`config.mk`:
```
export PLATFORM = sky130hd
export DESIGN_NAME = softmax_vector
export DESIGN_NICKNAME = d
export VERILOG_FILES = /design/src/rtl/smx_pkg.sv /design/src/rtl/smx_ram.sv /design/src/rtl/smx_div.sv /design/src/rtl/smx_datapath.sv /design/src/rtl/smx_ctrl.sv /design/src/rtl/softmax_vector.sv
export SDC_FILE = /design/constraint.sdc
export NUM_CORES = 2
export LEC_CHECK = 0
export CELL_PAD_IN_SITES_DETAIL_PLACEMENT = 0
export CELL_PAD_IN_SITES_GLOBAL_PLACEMENT = 2
export CORE_MARGIN = 5
export CORE_UTILIZATION = 40
export DETAILED_ROUTE_END_ITERATION = 6
export DONT_BUFFER_PORTS = 1
export PLACE_DENSITY_LB_ADDON = 0.2
export SYNTH_ARGS = -nofsm -noshare
export SYNTH_HDL_FRONTEND = slang
export SYNTH_SLANG_ARGS = --single-unit
```
`constraint.sdc`:
```
create_clock -name aclk -period 11.07 [get_ports aclk]
set_input_delay 0.5535 -clock aclk [delete_from_list [all_inputs] [get_ports aclk]]
set_output_delay 0.5535 -clock aclk [all_outputs]
set_load 0.03 [all_outputs]
```
`src/rtl/smx_pkg.sv`:
```
// Shared types, constants and exponential tables for the softmax block.
package smx_pkg;

    localparam int MaxLen = 16;
    localparam int IdxW = $clog2(MaxLen);
    localparam int CntW = $clog2(MaxLen + 1);
    localparam int SumW = 16 + CntW;
    localparam int NumW = 16 + 16 + 1;

    typedef struct packed {
        logic signed [15:0] score;
        logic               last_score;
    } in_beat_t;

    typedef struct packed {
        logic [15:0] probability;
        logic [3:0]  position;
        logic        last_result;
        logic        overflow;
    } out_beat_t;

    // Commands from the controller to the datapath.
    typedef struct packed {
        logic            load;      // accept one input beat
        logic            clear;     // start a new vector
        logic            exp_rd;    // read score at idx
        logic            exp_wr;    // write exponential at idx, add to sum
        logic            div_rd;    // read exponential at idx
        logic            div_start; // start division on read data
        logic [IdxW-1:0] idx;
    } smx_cmd_t;

    typedef struct packed {
        logic [CntW-1:0] count;
        logic            div_done;
    } smx_sts_t;

    function automatic logic [16:0] eint(input logic [4:0] k);
        logic [16:0] v;
        case (k)
            5'd0: v = 17'd65536;  5'd1: v = 17'd24109; 5'd2: v = 17'd8869;
            5'd3: v = 17'd3263;   5'd4: v = 17'd1200;  5'd5: v = 17'd442;
            5'd6: v = 17'd162;    5'd7: v = 17'd60;    5'd8: v = 17'd22;
            5'd9: v = 17'd8;      5'd10: v = 17'd3;    5'd11: v = 17'd1;
            default: v = 17'd0;
        endcase
        return v;
    endfunction

    function automatic logic [16:0] fhi(input logic [3:0] j);
        logic [16:0] v;
        case (j)
            4'd0: v = 17'd65536;  4'd1: v = 17'd61565;  4'd2: v = 17'd57835;
            4'd3: v = 17'd54331;  4'd4: v = 17'd51039;  4'd5: v = 17'd47947;
            4'd6: v = 17'd45042;  4'd7: v = 17'd42313;  4'd8: v = 17'd39750;
            4'd9: v = 17'd37341;  4'd10: v = 17'd35079; 4'd11: v = 17'd32954;
            4'd12: v = 17'd30957; 4'd13: v = 17'd29081; 4'd14: v = 17'd27319;
            default: v = 17'd25664;
        endcase
        return v;
    endfunction

    function automatic logic [16:0] flo(input logic [3:0] k);
        logic [16:0] v;
        case (k)
            4'd0: v = 17'd65536;  4'd1: v = 17'd65280;  4'd2: v = 17'd65026;
            4'd3: v = 17'd64772;  4'd4: v = 17'd64520;  4'd5: v = 17'd64268;
            4'd6: v = 17'd64018;  4'd7: v = 17'd63768;  4'd8: v = 17'd63520;
            4'd9: v = 17'd63272;  4'd10: v = 17'd63025; 4'd11: v = 17'd62780;
            4'd12: v = 17'd62535; 4'd13: v = 17'd62291; 4'd14: v = 17'd62048;
            default: v = 17'd61806;
        endcase
        return v;
    endfunction

endpackage

```
`src/rtl/smx_ram.sv`:
```
// Generic single-port-write, registered-read RAM.
module smx_ram #(
    parameter int Width = 16,
    parameter int Depth = 16
) (
    input  logic                     aclk,
    input  logic                     wr_en,
    input  logic [$clog2(Depth)-1:0] wr_addr,
    input  logic [Width-1:0]         wr_data,
    input  logic [$clog2(Depth)-1:0] rd_addr,
    output logic [Width-1:0]         rd_data
);
    logic [Width-1:0] mem [Depth];

    always_ff @(posedge aclk) begin
        if (wr_en) begin
            mem[wr_addr] <= wr_data;
        end
        rd_data <= mem[rd_addr];
    end
endmodule

```
`src/rtl/smx_div.sv`:
```
// Restoring divider, one quotient bit per cycle, with rounding and saturation.
module smx_div (
    input  logic                          aclk,
    input  logic                          aresetn,
    input  logic                          start,
    input  logic [15:0]                   expval,
    input  logic [smx_pkg::SumW-1:0]      divisor,
    output logic                          done,
    output logic [15:0]                   quotient
);
    localparam int NW = smx_pkg::NumW;
    localparam int SW = smx_pkg::SumW;
    localparam int StepW = $clog2(NW + 1);

    logic [NW-1:0]   num_reg, num_next;
    logic [SW:0]     rem_reg, rem_next;
    logic [SW-1:0]   den_reg, den_next;
    logic [StepW-1:0] step_reg, step_next;
    logic            busy_reg, busy_next;
    logic            done_reg, done_next;
    logic [SW:0]     trial;
    logic [SW:0]     diff;

    always_comb begin
        num_next  = num_reg;
        rem_next  = rem_reg;
        den_next  = den_reg;
        step_next = step_reg;
        busy_next = busy_reg;
        done_next = 1'b0;
        trial     = {rem_reg[SW-1:0], num_reg[NW-1]};
        diff      = trial - {1'b0, den_reg};
        if (start) begin
            num_next  = NW'({expval, 16'd0}) + NW'(divisor >> 1);
            rem_next  = '0;
            den_next  = divisor;
            step_next = StepW'(NW);
            busy_next = 1'b1;
        end else if (busy_reg) begin
            num_next = {num_reg[NW-2:0], 1'b0};
            if (trial >= {1'b0, den_reg}) begin
                rem_next    = diff;
                num_next[0] = 1'b1;
            end else begin
                rem_next = trial;
            end
            step_next = step_reg - 1'b1;
            if (step_reg == StepW'(1)) begin
                busy_next = 1'b0;
                done_next = 1'b1;
            end
        end
    end

    always_ff @(posedge aclk) begin
        if (!aresetn) begin
            busy_reg <= 1'b0;
            done_reg <= 1'b0;
            step_reg <= '0;
        end else begin
            busy_reg <= busy_next;
            done_reg <= done_next;
            step_reg <= step_next;
        end
        num_reg <= num_next;
        rem_reg <= rem_next;
        den_reg <= den_next;
    end

    // Zero divisor gives zero, as an all-ones quotient would otherwise appear.
    assign done = done_reg;
    assign quotient = (den_reg == '0) ? 16'd0 :
                      (num_reg[NW-1:16] != '0) ? 16'hFFFF : num_reg[15:0];
endmodule

```
`src/rtl/smx_datapath.sv`:
```
// Datapath: score and exponential buffers, maximum, exponential, sum, divider.
module smx_datapath (
    input  logic                 aclk,
    input  logic                 aresetn,
    input  smx_pkg::smx_cmd_t    cmd,
    input  smx_pkg::in_beat_t    in_beat,
    output smx_pkg::smx_sts_t    sts,
    output logic                 overflow,
    output logic [15:0]          quotient
);
    localparam int CW = smx_pkg::CntW;
    localparam int IW = smx_pkg::IdxW;

    logic [CW-1:0]            count_reg, count_next;
    logic signed [15:0]       max_reg, max_next;
    logic [smx_pkg::SumW-1:0] sum_reg, sum_next;
    logic                     ovf_reg, ovf_next;
    logic                     store_en;
    logic [15:0]              score_rd, exp_rd_data;
    logic                     stage_reg;
    logic [16:0]              frac_reg;
    logic [4:0]               ip_reg;
    logic [33:0]              fprod;
    logic [16:0]              f;
    logic [33:0]              eprod;
    logic [17:0]              e_full;
    logic [15:0]              e_sat;
    logic signed [16:0]       d;
    logic [12:0]              n;

    assign store_en = cmd.load && (count_reg < CW'(smx_pkg::MaxLen));

    smx_ram #(.Width(16), .Depth(smx_pkg::MaxLen)) u_score_ram (
        .aclk(aclk), .wr_en(store_en), .wr_addr(count_reg[IW-1:0]),
        .wr_data(in_beat.score), .rd_addr(cmd.idx), .rd_data(score_rd)
    );

    smx_ram #(.Width(16), .Depth(smx_pkg::MaxLen)) u_exp_ram (
        .aclk(aclk), .wr_en(cmd.exp_wr), .wr_addr(cmd.idx),
        .wr_data(e_sat), .rd_addr(cmd.idx), .rd_data(exp_rd_data)
    );

    // Exponential stage one: clamp the difference and form the fraction product.
    always_comb begin
        d = 17'(max_reg) - 17'($signed(score_rd));
        if (d < 0) begin
            n = '0;
        end else if (d > 17'sd4096) begin
            n = 13'd4096;
        end else begin
            n = d[12:0];
        end
        fprod = smx_pkg::fhi(n[7:4]) * smx_pkg::flo(n[3:0]);
        f     = 17'((fprod + 34'd32768) >> 16);
    end

    always_ff @(posedge aclk) begin
        frac_reg <= f;
        ip_reg   <= n[12:8];
    end

    // Stage two: integer-part product with rounding and saturation.
    always_comb begin
        eprod  = smx_pkg::eint(ip_reg) * frac_reg;
        e_full = 18'((eprod + 34'd32768) >> 16);
        e_sat  = (e_full > 18'd65535) ? 16'hFFFF : e_full[15:0];
    end

    always_comb begin
        count_next = count_reg;
        max_next   = max_reg;
        sum_next   = sum_reg;
        ovf_next   = ovf_reg;
        if (cmd.clear) begin
            count_next = '0;
            max_next   = 16'sh8000;
            sum_next   = '0;
            ovf_next   = 1'b0;
        end else if (cmd.load) begin
            if (store_en) begin
                count_next = count_reg + 1'b1;
                if (in_beat.score > max_reg) begin
                    max_next = in_beat.score;
                end
            end else begin
                ovf_next = 1'b1;
            end
        end
        if (cmd.exp_wr) begin
            sum_next = sum_reg + smx_pkg::SumW'(e_sat);
        end
    end

    always_ff @(posedge aclk) begin
        if (!aresetn) begin
            count_reg <= '0;
            max_reg   <= 16'sh8000;
            sum_reg   <= '0;
            ovf_reg   <= 1'b0;
            stage_reg <= 1'b0;
        end else begin
            count_reg <= count_next;
            max_reg   <= max_next;
            sum_reg   <= sum_next;
            ovf_reg   <= ovf_next;
            stage_reg <= cmd.exp_rd;
        end
    end

    smx_div u_div (
        .aclk(aclk), .aresetn(aresetn), .start(cmd.div_start),
        .expval(exp_rd_data), .divisor(sum_reg), .done(sts.div_done),
        .quotient(quotient)
    );

    assign sts.count = count_reg;
    assign overflow  = ovf_reg;

    property p_count_bound;
        @(posedge aclk) disable iff (!aresetn) count_reg <= CW'(smx_pkg::MaxLen);
    endproperty
    assert property (p_count_bound) else $error("element count beyond buffer");

    assert property (@(posedge aclk) disable iff (!aresetn)
        cmd.clear |=> (count_reg == '0) && (sum_reg == '0))
        else $error("clear did not reset vector state");

    assert property (@(posedge aclk) disable iff (!aresetn)
        (cmd.load && !store_en && !cmd.clear) |=> ovf_reg)
        else $error("dropped score did not flag overflow");

    // The exponential is written only after its score read has passed through stage_reg.
    assert property (@(posedge aclk) disable iff (!aresetn)
        cmd.exp_wr |-> $past(stage_reg))
        else $error("exponential written without a pipelined read");
endmodule

```
`src/rtl/smx_ctrl.sv`:
```
// Controller: sequences loading, exponential pass, division pass and output.
module smx_ctrl (
    input  logic                 aclk,
    input  logic                 aresetn,
    input  logic                 s_valid,
    output logic                 s_ready,
    input  logic                 s_last,
    output logic                 m_valid,
    input  logic                 m_ready,
    output logic                 m_last,
    output logic [3:0]           m_position,
    output smx_pkg::smx_cmd_t    cmd,
    input  smx_pkg::smx_sts_t    sts
);
    localparam int IW = smx_pkg::IdxW;
    localparam int CW = smx_pkg::CntW;

    typedef enum logic [6:0] {
        ST_LOAD  = 7'b0000001,
        ST_ERD   = 7'b0000010,
        ST_EWAIT = 7'b0000100,
        ST_EWR   = 7'b0001000,
        ST_DRD   = 7'b0010000,
        ST_DIV   = 7'b0100000,
        ST_OUT   = 7'b1000000
    } state_t;

    state_t        state_reg, state_next;
    logic [CW-1:0] idx_reg, idx_next;
    logic          started_reg, started_next;

    assign s_ready    = (state_reg == ST_LOAD);
    assign m_valid    = (state_reg == ST_OUT);
    assign m_last     = (idx_reg + 1'b1 == sts.count);
    assign m_position = 4'(idx_reg);

    always_comb begin
        state_next   = state_reg;
        idx_next     = idx_reg;
        started_next = 1'b0;
        cmd          = '0;
        cmd.idx      = idx_reg[IW-1:0];
        case (state_reg)
            ST_LOAD: begin
                if (s_valid) begin
                    cmd.load = 1'b1;
                    if (s_last) begin
                        idx_next   = '0;
                        state_next = ST_ERD;
                    end
                end
            end
            ST_ERD: begin
                // A vector with no stored scores (impossible) just ends here.
                if (sts.count == '0) begin
                    cmd.clear  = 1'b1;
                    state_next = ST_LOAD;
                end else begin
                    cmd.exp_rd = 1'b1;
                    state_next = ST_EWAIT;
                end
            end
            ST_EWAIT: state_next = ST_EWR;
            ST_EWR: begin
                cmd.exp_wr = 1'b1;
                if (idx_reg + 1'b1 == sts.count) begin
                    idx_next   = '0;
                    state_next = ST_DRD;
                end else begin
                    idx_next   = idx_reg + 1'b1;
                    state_next = ST_ERD;
                end
            end
            ST_DRD: begin
                cmd.div_rd   = 1'b1;
                started_next = 1'b1;
                state_next   = ST_DIV;
            end
            ST_DIV: begin
                cmd.div_start = started_reg;
                if (sts.div_done) begin
                    state_next = ST_OUT;
                end
            end
            ST_OUT: begin
                if (m_ready) begin
                    if (idx_reg + 1'b1 == sts.count) begin
                        cmd.clear  = 1'b1;
                        state_next = ST_LOAD;
                    end else begin
                        idx_next   = idx_reg + 1'b1;
                        state_next = ST_DRD;
                    end
                end
            end
            default: state_next = ST_LOAD;
        endcase
    end

    always_ff @(posedge aclk) begin
        if (!aresetn) begin
            state_reg   <= ST_LOAD;
            idx_reg     <= '0;
            started_reg <= 1'b0;
        end else begin
            state_reg   <= state_next;
            idx_reg     <= idx_next;
            started_reg <= started_next;
        end
    end

    assert property (@(posedge aclk) disable iff (!aresetn) $onehot(state_reg) &&
        !(s_ready && m_valid)) else $error("input and output open together");

    assert property (@(posedge aclk) disable iff (!aresetn)
        (m_valid && !m_ready) |=> (m_valid && $stable(idx_reg)))
        else $error("stalled result moved");

    assert property (@(posedge aclk) disable iff (!aresetn)
        m_valid |-> (idx_reg < sts.count)) else $error("result index past count");
endmodule

```
`src/rtl/softmax_vector.sv`:
```
// Top level of the max-subtracted fixed-point softmax block.
// Scores enter on the s_ channel as signed Q8.8, one beat each; s_data.last_score
// closes a vector. Up to 16 scores are buffered; extra scores are dropped and
// every result of that vector then carries overflow.
// After the closing beat, an exponential pass runs for each score: buffer read,
// table lookup and multiply, then second multiply and accumulate.
// A division pass follows: per score one buffer read, a restoring division
// (start, 33 quotient bits at one per cycle, completion) and one output beat
// on the m_ channel. The next score's division starts only once the previous
// result has been accepted.
// s_ready is high only while scores are being loaded; no new vector is taken
// until the last result of the current one has been accepted.
// When m_ready is low the current result is held unchanged on m_data.
// Reset (aresetn low at a clock edge) empties the buffer and returns to loading;
// no clearing pass is needed since stored entries are only read once written.
module softmax_vector (
    input  logic                aclk,
    input  logic                aresetn,
    input  logic                s_valid,
    output logic                s_ready,
    input  smx_pkg::in_beat_t   s_data,
    output logic                m_valid,
    input  logic                m_ready,
    output smx_pkg::out_beat_t  m_data
);
    smx_pkg::smx_cmd_t cmd;
    smx_pkg::smx_sts_t sts;
    logic              ovf;
    logic [15:0]       quo;
    logic              last;
    logic [3:0]        pos;

    smx_ctrl u_ctrl (
        .aclk(aclk), .aresetn(aresetn), .s_valid(s_valid), .s_ready(s_ready),
        .s_last(s_data.last_score), .m_valid(m_valid), .m_ready(m_ready),
        .m_last(last), .m_position(pos), .cmd(cmd), .sts(sts)
    );

    smx_datapath u_dp (
        .aclk(aclk), .aresetn(aresetn), .cmd(cmd), .in_beat(s_data), .sts(sts),
        .overflow(ovf), .quotient(quo)
    );

    assign m_data.probability = quo;
    assign m_data.position    = pos;
    assign m_data.last_result = last;
    assign m_data.overflow    = ovf;
endmodule
```
==> run summary <==
Syn_area_per_cell -> 11.8 sq um
Die area -> 129000 sq um
Average via count per standard cell -> 5.06
GRT Residual Overflow -> 0
TritonCTS buffer count -> 78
Setup Crit Path Kind -> flop to flop
Arrival time worst endpoint -> 11040 ps
Via count -> 29800
Synth area leader -> edfxtp_1
Largest family of logic cells by synthesized area -> adder cells
Adder-cell share of the synthesized area -> 25.8%
CTS Root Cell -> clkbuf_16
Share of cells above drive strength 1 -> 10.9%
CP required -> 11590 ps
Synth unique cells -> 91
Seq/Total Area, Yosys -> 41.0%
Syn Nets -> 4914
Crit path buf inv count -> 5
Worst-Skew Late Latency -> 650 ps
Post-Synth XOR/XNOR Area -> 1.83%
Final WL -> 122000 um
Reg clk slew, reported paths -> 60 ps
Simple-gate portion of the synthesized area -> 10.7%
Tightest hold margin -> 56.1 ps
Post-route minimum period -> 10520 ps
H-Tree Depth -> 3
Area after DPL -> 51100 sq um
TritonCTS Sinks -> 715
Ports -> 45
Clock Path Buffers -> 3
Max Freq -> 0.0951 GHz
Outcome -> complete, no violations
Cells after synthesis -> 4127
Top-count cell post-synth -> inv_1
Total Routing Usage GR -> 18.9%
CTS tree -> yes
Cell Rows -> 128
CP Capture Type -> flop
Type of the tightest min-delay check -> input pin to flop
Number of global-route vias before repair -> 31400
Finished Layout Cells -> 5879
Final setup fails -> 0
Synthesis-to-finish area growth -> 10.8%
Die height -> 359 um
Worst rel slew slack -> 17.3%
Max cap viols -> 0
Final net count -> 4975
CP max-delay cell -> nor4b_4
Core Box Area -> 121000 sq um
RSZ-0062 raised after global routing -> no
Crit Path Max Fanout -> 26
Setup TNS -> 0 ps
TritonRoute pass-1 iters -> 5
Post-synth top area share -> 34.9%
Fillers -> 11500
VDD IR max -> 0.150 mV
Worst Skew -> 39.2 ps
EDFF count, synth -> 566
Least-Margin Pin Slew -> 1240 ps
Diodes inserted -> 0
Crit share post-route -> 95.0%
Main flop type after synthesis -> edfxtp_1
Synthesis Warnings -> 0
Final Hold Fails -> 0
Power density over cell area -> 150 nW/um^2
Largest net degree at the start of global routing -> 85
Synthesized cell area -> 48700 sq um
Critical path's largest stage delay -> 540 ps
DR DRC count -> 0
Fin area -> 54000 sq um
Port Buffer Count -> 0
RePlAce Congestion -> 0.792
Initial antenna violation count -> 3
Mux contribution to synthesized area -> 8.28%
Async SR Flop Fraction -> 0%
Hpwl dp -> 89100 um
Die Span X -> 359 um
Placed Cells -> 5713
Avg WL per Cell -> 20.7 um
First-pass GRT wire length -> 190000 um
Initial Util -> 40.1%
Post-synthesis register bit count -> 715
Worst Setup Start Kind -> flop
Delay-heaviest family, CP -> adder cells
Final ANT Viol Nets -> 0
Most frequent cells after synthesis -> inv_1 (657), edfxtp_1 (566), fa_1 (401)
Post-synthesis compound-gate area fraction -> 6.02%
Main area contributors after synthesis -> edfxtp_1 (35%), fa_1 (16%), ha_1 (9.4%), mux4_2 (7.4%), dfxtp_1 (6.1%)
Final slew viol count -> 0
Leak -> 22.6 nW
Iteration-0 DRC Markers -> 2087
==> final cells by class <==
| cell class | instances | area [sq um] | share of cell area [%] |
|---|---|---|---|
| clock inverters | 38 | 415 | 0.769 |
| multi-input cells | 2603 | 25800 | 47.8 |
| well taps | 1625 | 2030 | 3.77 |
| repair buffers | 131 | 1080 | 2.00 |
| inverters | 659 | 2470 | 4.58 |
| clock buffers | 108 | 2180 | 4.04 |
| flip-flops and latches | 715 | 20000 | 37.0 |
==> logic make-up (layout without fill, tap and decap cells) <==
group,after synthesis,after routing
AND/OR/NAND/NOR,1086,1086
flip-flops,715,715
multiplexers,202,202
adder cells (fa/ha/maj),766,766
buffers and inverters,809,936
AO/OA/AOI/OAI,448,448
XOR/XNOR,101,101
==> path summary, 6_finish.rpt <==
kind                               start                      to  slack (ps)  cells after the start
setup reg to reg         u_dp.max_reg[0]       u_dp.frac_reg[15]         550                     39
hold reg to reg   u_dp.u_div.step_reg[1]  u_dp.u_div.step_reg[1]         500                      2
hold / removal                   aresetn        u_dp.sum_reg[20]          60                      2
setup / recovery         u_dp.max_reg[0]       u_dp.frac_reg[15]         550                     39
==> metrics by stage <==
stage	total power [W]	setup WS, ps	util [%]
5_1_grt	0.00854	10.8	44.5
4_1_cts	0.00818	125	44.4
2_1_floorplan	0.00471	1010	-
3_3_place_gp	0.00550	-114	42.1
6_report	0.00809	551	44.5
3_5_place_dp	0.00549	-107	42.1
==> report_power, final <==
part           leakage, nW  switching [W]  internal (W)
sequential            6.35      0.0000991       0.00320
combinational         15.0        0.00144      0.000729
clock                 1.26        0.00110       0.00153
total                 22.6        0.00264       0.00546
==> layer usage <==
layer / GRT usage (%) / wire (um) / vias to the layer above
li1: - / - / 14100
met1: 27.9 / 58600 / 15100
met2: 30.5 / 56400 / 462
met3: 2.33 / 4770 / 93
met4: 3.44 / 1800 / 0
met5: 0 / 0 / -
==> worst reg2reg max path: cells and delay by family (launching register included) <==
family | cells | cell delay, ps
DFF | 1 | 350
xor gates and xnor gates | 1 | 240
buffers and inverters | 5 | 670
AOI/OAI and AO/OA | 10 | 2360
and+or+nand+nor | 13 | 2950
adders and majority gates | 10 | 3840
==> layout by cell type (no fill, tap or decap), types with 44 or more instances in the layout <==
master,count
inv_1,657
edfxtp_1,566
fa_1,401
ha_1,365
nand2_1,328
nor2_1,277
and2_1,184
mux4_2,160
dfxtp_1,144
a21oi_1,127
buf_4,108
clkbuf_16,82
o21ai_0,80
xnor2_1,62
a21o_1,50
nand3_1,44
==> what timing repair did <==
action	in CTS	in global routing
resized for setup	1	12
setup buffers	0	1
setup endpoints to repair	3	17
hold buffers	19	0
hold endpoints to repair	260	0
cloned	0	0
Power figures use the tool's default switching activity.
